### src/hw/rtl/kpp_pkg.sv
// ----------------------------------------------------------------------------
// kpp_pkg
// Shared types and constants for the seed picker.
// ----------------------------------------------------------------------------
package kpp_pkg;

  localparam int unsigned MaxPoints   = 1024;
  localparam int unsigned MaxCentres  = 64;
  localparam int unsigned Dims        = 4;
  localparam int unsigned FeatureBits = 16;

  localparam int unsigned DistBits = 37;
  localparam int unsigned SumBits  = 64;

  localparam logic [1:0] StatusOk       = 2'd0;
  localparam logic [1:0] StatusNoPoints = 2'd1;
  localparam logic [1:0] StatusFull     = 2'd2;

  // Sequencer to distance unit.
  typedef struct packed {
    logic start;  // begin one squared-distance evaluation
  } dist_req_t;

endpackage

### src/hw/rtl/kpp_dist.sv
// ----------------------------------------------------------------------------
// kpp_dist
// Shared squared-distance unit: one feature per cycle through one multiplier.
// ----------------------------------------------------------------------------
module kpp_dist #(
  parameter int unsigned Dims        = kpp_pkg::Dims,
  parameter int unsigned FeatureBits = kpp_pkg::FeatureBits
) (
  input  logic                          clk_i,
  input  logic                          rst_ni,
  input  kpp_pkg::dist_req_t            req_i,
  input  logic [Dims*FeatureBits-1:0]   a_i,
  input  logic [Dims*FeatureBits-1:0]   b_i,
  output logic                          done_o,
  output logic [kpp_pkg::DistBits-1:0]  dist_o
);

  localparam int unsigned DimW  = (Dims > 1) ? $clog2(Dims) : 1;
  localparam int unsigned DiffW = FeatureBits + 1;
  localparam int unsigned SqW   = 2 * DiffW;
  localparam int unsigned AccW  = SqW + 4;
  localparam logic [AccW-1:0] Sat = AccW'({kpp_pkg::DistBits{1'b1}});

  logic            busy_q, busy_d;
  logic [DimW-1:0] dim_q, dim_d;
  logic [AccW-1:0] acc_q, acc_d;
  logic            done_q, done_d;

  logic signed [FeatureBits-1:0] fa, fb;
  logic signed [DiffW-1:0]       diff;
  logic        [DiffW-1:0]       mag;
  logic        [SqW-1:0]         sq;

  always_comb begin
    fa   = a_i[dim_q*FeatureBits +: FeatureBits];
    fb   = b_i[dim_q*FeatureBits +: FeatureBits];
    diff = DiffW'(fa) - DiffW'(fb);
    mag  = diff[DiffW-1] ? DiffW'(-diff) : DiffW'(diff);
    sq   = SqW'(mag) * SqW'(mag);
  end

  always_comb begin
    busy_d = busy_q;
    dim_d  = dim_q;
    acc_d  = acc_q;
    done_d = 1'b0;
    if (req_i.start) begin
      busy_d = 1'b1;
      dim_d  = '0;
      acc_d  = '0;
    end else if (busy_q) begin
      acc_d = acc_q + AccW'(sq);
      if (dim_q == DimW'(Dims - 1)) begin
        busy_d = 1'b0;
        done_d = 1'b1;
      end else begin
        dim_d = dim_q + DimW'(1);
      end
    end
  end

  always_ff @(posedge clk_i or negedge rst_ni) begin
    if (!rst_ni) begin
      busy_q <= 1'b0;
      done_q <= 1'b0;
      dim_q  <= '0;
    end else begin
      busy_q <= busy_d;
      done_q <= done_d;
      dim_q  <= dim_d;
    end
  end

  always_ff @(posedge clk_i) begin
    acc_q <= acc_d;
  end

  assign done_o = done_q;
  assign dist_o = (acc_q > Sat) ? kpp_pkg::DistBits'(Sat)
                                : kpp_pkg::DistBits'(acc_q);

endmodule

### config.mk
export PLATFORM = sky130hd
export DESIGN_NAME = kpp_dist
export DESIGN_NICKNAME = d
export VERILOG_FILES = /design/src/hw/rtl/kpp_pkg.sv /design/src/hw/rtl/kpp_dist.sv
export SDC_FILE = /design/constraint.sdc
export NUM_CORES = 1
export LEC_CHECK = 0
export ABC_AREA = 1
export BUFFER_PORTS_ARGS = -buffer_cell sky130_fd_sc_hd__buf_2
export CORE_MARGIN = 1
export CORE_UTILIZATION = 25
export CTS_BUF_LIST = sky130_fd_sc_hd__clkbuf_16
export CTS_CLUSTER_DIAMETER = 30
export CTS_CLUSTER_SIZE = 20
export DETAILED_ROUTE_END_ITERATION = 8
export GPL_TIMING_DRIVEN = 0
export SLEW_MARGIN = 20
export SYNTH_ARGS = -nofsm -noshare
export SYNTH_HDL_FRONTEND = slang
export SYNTH_SLANG_ARGS = --single-unit
export TNS_END_PERCENT = 20
### constraint.sdc
create_clock -name clk_i -period 9.9 [get_ports clk_i]
set_input_delay 0.99 -clock clk_i [delete_from_list [all_inputs] [get_ports clk_i]]
set_output_delay 0.99 -clock clk_i [all_outputs]
set_load 0.02 [all_outputs]
### Yosys cells after proc, flatten, opt, wreduce, memory -nomap -nowiden

Cells that the tools add are included.

* output and inout bits: 38
* register bits: 42
* bits of input ports: 131

* magnitude comparators: 1
* add/subtract/negate cells: 4
* equality and inequality tests: 2
* shifts and indexed selects: 2
* multiply operators: 1
* reductions and logical operators: 2
* multiplexer cells: 11

Operators with widths (number)
* indexed part select 64 x 7 -> 16 bit: 2
* adder 38 x 34 -> 38 bit: 1
* greater-than comparator 38 x 37 -> 1 bit, second input constant: 1
* two-way mux 37 bit: 1
* multiplier 17 x 17 -> 34 bit: 1
* two-way mux 17 bit: 1
* negation 17 bit: 1
* subtractor 16 x 16 -> 17 bit: 1
* two-way mux 1 bit: 6
* two-way mux 2 bit: 3
* adder 2 x 1 -> 2 bit, second input constant: 1
* == test 2 bit, second input constant: 1
* inequality test 2 bit, second input constant: 1
* AND reduction 2 bit: 1
* nonzero test 2 bit: 1

### Logic depth before layout (Yosys ltp)

* depth in word-level cells: 6
* depth in mapped cells: 51
* depth with buffers taken out: 47

### Worst setup path before layout

OpenSTA, ideal clock, no wires.

* kind: register to register
* start point: register dim_q[0]
* end point: register acc_q[37]
* data required time: 9.785 ns
* path slack: 1.574 ns
* data arrival time: 8.211 ns
* period minus slack after synthesis: 8.326 ns
* cell stages (with the launch flop): 46
* library setup time: 0.115 ns
* path through: dfrtp_1 > clkbuf_1 > inv_1 > clkbuf_1 > clkbuf_1 > nand2_1 > a32o_1 > ha_1 > inv_1 > fa_1 > inv_1 > ha_1 > inv_1 > nor2_2 > nand3_1 > nor2_1 > nand3_2 > nor2_4 > [10 not listed] > fa_1 > inv_1 > fa_1 > fa_1 > inv_1 > fa_1 > inv_1 > ha_1 > a21oi_1 > nor2_1 > nor2_1 > nand2_1 > a21oi_1 > nand2_1 > nand2_1 > nand2_1 > a21oi_1 > nor2_1

* word-level cells in the longest chain between the ends: 6
* elaborated cells between the ends (all ways): 7
* classes of those cells: add/sub: 3; mul: 1; shift: 2; mux: 1

RTL lines
* start: declaration: RTL line kpp_dist.sv:25 `logic [DimW-1:0] dim_q, dim_d;`
* start signal: assignment: RTL line kpp_dist.sv:70 `dim_q <= dim_d;`
* indexed part select 64 x 7 -> 16 bit, on equally long branches: RTL line kpp_dist.sv:35, kpp_dist.sv:36
* subtractor 16 x 16 -> 17 bit *: RTL line kpp_dist.sv:37 `diff = DiffW'(fa) - DiffW'(fb);`
* negation 17 bit: RTL line kpp_dist.sv:38 `mag = diff[DiffW-1] ? DiffW'(-diff) : DiffW'(diff);`
* two-way mux 17 bit *: RTL line kpp_dist.sv:38
* multiplier 17 x 17 -> 34 bit *: RTL line kpp_dist.sv:39 `sq = SqW'(mag) * SqW'(mag);`
* adder 38 x 34 -> 38 bit *: RTL line kpp_dist.sv:52 `acc_d = acc_q + AccW'(sq);`
* end signal: assignment: RTL line kpp_dist.sv:75 `acc_q <= acc_d;`
* end: declaration: RTL line kpp_dist.sv:26 `logic [AccW-1:0] acc_q, acc_d;`

Mark *: on every way between the ends. The rest lies on a longest branch, timed or not.
A chain may end at the register's enable or synchronous reset.

### Final worst setup path

* start point: register dim_q[1]
* end point: register acc_q[34]

Same word-level chain as after synthesis.

==> flow_summary.toml <==
[floorplan]
floorplan.rows = 85
die_h_um = 236
die_width_um = 236
core_mm2 = 0.0540
initial_utilization_pct = 25.4
num_io_pins = 169
floorplan.die_area_mm2 = 0.0559

[sta]
timing.final.crit_period_ns = 9.32
timing.clock.skew_ns = 0.00635
final_layout_worst_hold_slack_ns = 0.471
unrepaired_setup_endpoints_after_global_routing = "true"
post-route-period-util_pct = 94.1
slew_headroom_pct = 40.8
max_slew.worst_pin.slew_ns = 0.888
total_negative_setup_slack_ns = 0
hold_violations = 0
slew_viol_final = 0
fmaxAchievable_mhz = 107
finalSetupViolCount = 0

[final_layout]
nNetsFinal = 2541
final-instance-count-excl-fill = 2752
antenna_cells = 0
fillerInstances = 5991
areaGrowthSynthToFinish_pct = 14.4
layout-drive-gt1-share_pct = 16.0
fin_util_pct = 29.1

[placement]
placedCellCount = 2743
port_buffers = 167
hpwl_um = 36200
place_congestion = 0.924

[global_route]
grtUsageTotal_pct = 15.5
grt_start_max_net_pins = 14
grt_antenna_before_repair = 0
grt.overflow.total = 0
first_pass_grt_wire_length_um = 68200
via_count_of_the_first_global_routing_pass = 12700

[cts]
cts.clk_slew.worst_paths_ns = 0.07
cts_tree = "done"
cts_made_buffers = 5
clockBufferDepth = 2
htree_levels = 2
cts_num_sinks = 42
clkLatencyLatePin_ns = 0.32
cts.root.buffer_cell = "sky130_fd_sc_hd__clkbuf_16"

[critical_path]
crit_top_cell = "sky130_fd_sc_hd__inv_1"
worst_path_largest_cell_delay_ns = 0.56
crit_slowest_cell = "sky130_fd_sc_hd__fa_1"
crit_arrival_ns = 9.54
timing.critical_path.to_type = "flop"
number_of_cells_on_the_worst_reg_to_reg_path = 43
timing.critical_path.from_type = "flop"
critPathRequiredTime_ns = 10.12
r2r_end = "acc_q[34]"
crit_start = "dim_q[1]"
crit_type = "reg -> reg"
critical_path.reg2reg.startpoint = "dim_q[1]"
timing.reg2reg.setup_slack_ns = 0.58
critical_path_peak_fanout = 10

[route]
route.detailed.vias_per_inst = 4.43
drt-pass1-iter-count = 5
drt-wirelength-per-cell_um = 15.0
final_antenna_net_count = 0
dr_total_vias = 12200
route.final.wire_length_um = 41400
post-route-drc-count = 0
initialDrtViolationCount = 716

[synthesis]
yosys_warnings = 0
synth_area_per_cell_um2 = 7.35
synth-edff-count = 0
synth_commonest_cells = "sky130_fd_sc_hd__inv_1, sky130_fd_sc_hd__nand2_1, sky130_fd_sc_hd__fa_1"
synth_area_leader_cell = "sky130_fd_sc_hd__fa_1"
netlist_top_cells_area = "sky130_fd_sc_hd__fa_1, sky130_fd_sc_hd__inv_1, sky130_fd_sc_hd__ha_1, sky130_fd_sc_hd__nand2_1, sky130_fd_sc_hd__dfxtp_1"
synthDominantCellAreaShare_pct = 33.2
synth.yosys.seq_area_share_pct = 6.26
synth_ff_type = "sky130_fd_sc_hd__dfxtp_1"
cell_area_after_synthesis_mm2 = 0.0137
ys_types = 52
synthMostInstantiatedCell = "sky130_fd_sc_hd__inv_1"
synth-async-reset-ratio_pct = 9.52
postSynthRegisterBits = 42
syn-instance-count = 1870

[min_path]
min_path_type = "in -> async"

[run_status]
outcome = "finished clean"

[flow_run]
cap_violations = 0
critical path, delay by kind of cell, from the launching register on:
family,cells,cell delay [ns]
adders and majority gates,9,4.05
DFF,1,0.53
buffers and inverters,12,1.52
AOI/OAI and AO/OA,6,1.42
xor gates and xnor gates,1,0.31
and+or+nand+nor,15,1.37
worst max path at each step:
stage | to | slack, ns | cells past startpoint
3_3_place_gp | acc_q[29] | -0.22 | 43
6_report | acc_q[34] | 0.58 | 43
5_1_grt | acc_q[34] | -0.002 | 45
3_5_place_dp | acc_q[29] | -0.20 | 44
4_1_cts | acc_q[29] | 0.10 | 43
2_1_floorplan | acc_q[37] | 1.57 | 45
metal layers:
metal	vias to the layer above	wire, µm	global-route usage (%)	share of wire [%]
li1	5974	-	-	-
met1	5853	19100	21.3	46
met2	325	19000	25.8	46
met3	38	2570	2.30	6.2
met4	0	713	3.13	1.7
met5	-	0	0	0
per-stage QoR:
stage / setup slack, ns / cell area [µm²]
2_1_floorplan: 1.57 / 13800
3_3_place_gp: -0.224 / 15500
3_5_place_dp: -0.199 / 15500
4_1_cts: 0.104 / 15600
5_1_grt: -0.00180 / 15700
6_report: 0.583 / 15700
layout make-up:
type	instances	area (µm²)	share of cell area, %
clock buffers	5	125	0.796
inverters	502	1890	12.0
plain buffers	51	285	1.81
well taps	696	871	5.54
multi-input cells	1285	10800	68.9
flip-flops and latches	42	861	5.48
repair buffers	168	843	5.36
clock inverters	3	16.3	0.103
what timing repair did:
action                     in CTS  in global routing
cloned                          0                  0
resized for setup               4                 40
pin swaps                       0                  1
setup buffers                   0                  1
setup endpoints to repair       1                 22
hold buffers                    0                  0
kinds of logic (layout without fill, tap and decap cells):
kind of cell             Yosys count  count (layout)  synth area share [%]
AO/OA/AOI/OAI                    260             260                  10.9
buffers and inverters            553             729                  15.7
flip-flops                        42              42                  6.26
XOR/XNOR                          30              30                  2.16
other                              2              12                0.0546
adder cells (fa/ha/maj)          355             355                  44.8
AND/OR/NAND/NOR                  628             628                  20.2
placed cells by master (no fill, tap or decap), types with 10 or more instances in the layout:
master                       n
sky130_fd_sc_hd__a21oi_1    98
sky130_fd_sc_hd__a32o_1     16
sky130_fd_sc_hd__buf_2     168
sky130_fd_sc_hd__clkbuf_1   29
sky130_fd_sc_hd__conb_1     12
sky130_fd_sc_hd__dfxtp_1    38
sky130_fd_sc_hd__fa_1      228
sky130_fd_sc_hd__ha_1      127
sky130_fd_sc_hd__inv_1     468
sky130_fd_sc_hd__inv_2      30
sky130_fd_sc_hd__nand2_1   309
sky130_fd_sc_hd__nand2_2    17
sky130_fd_sc_hd__nand3_1    52
sky130_fd_sc_hd__nor2_1    163
sky130_fd_sc_hd__nor2_2     28
sky130_fd_sc_hd__nor2_4     11
sky130_fd_sc_hd__nor3_1     12
sky130_fd_sc_hd__o21ai_0    87
sky130_fd_sc_hd__o22ai_1    16
sky130_fd_sc_hd__or2_2      10
sky130_fd_sc_hd__xnor2_1    11
sky130_fd_sc_hd__xor2_1     16
registers in the layout, summed over array words and instances (netlist names):
| signal | flops |
|---|---|
| acc_q | 38 |
| busy_q | 1 |
| dim_q | 2 |
| done_o | 1 |
Power is left out: the tool's default activity adds up to more than one toggle a clock period on the data nets, which glitch-free logic cannot reach.
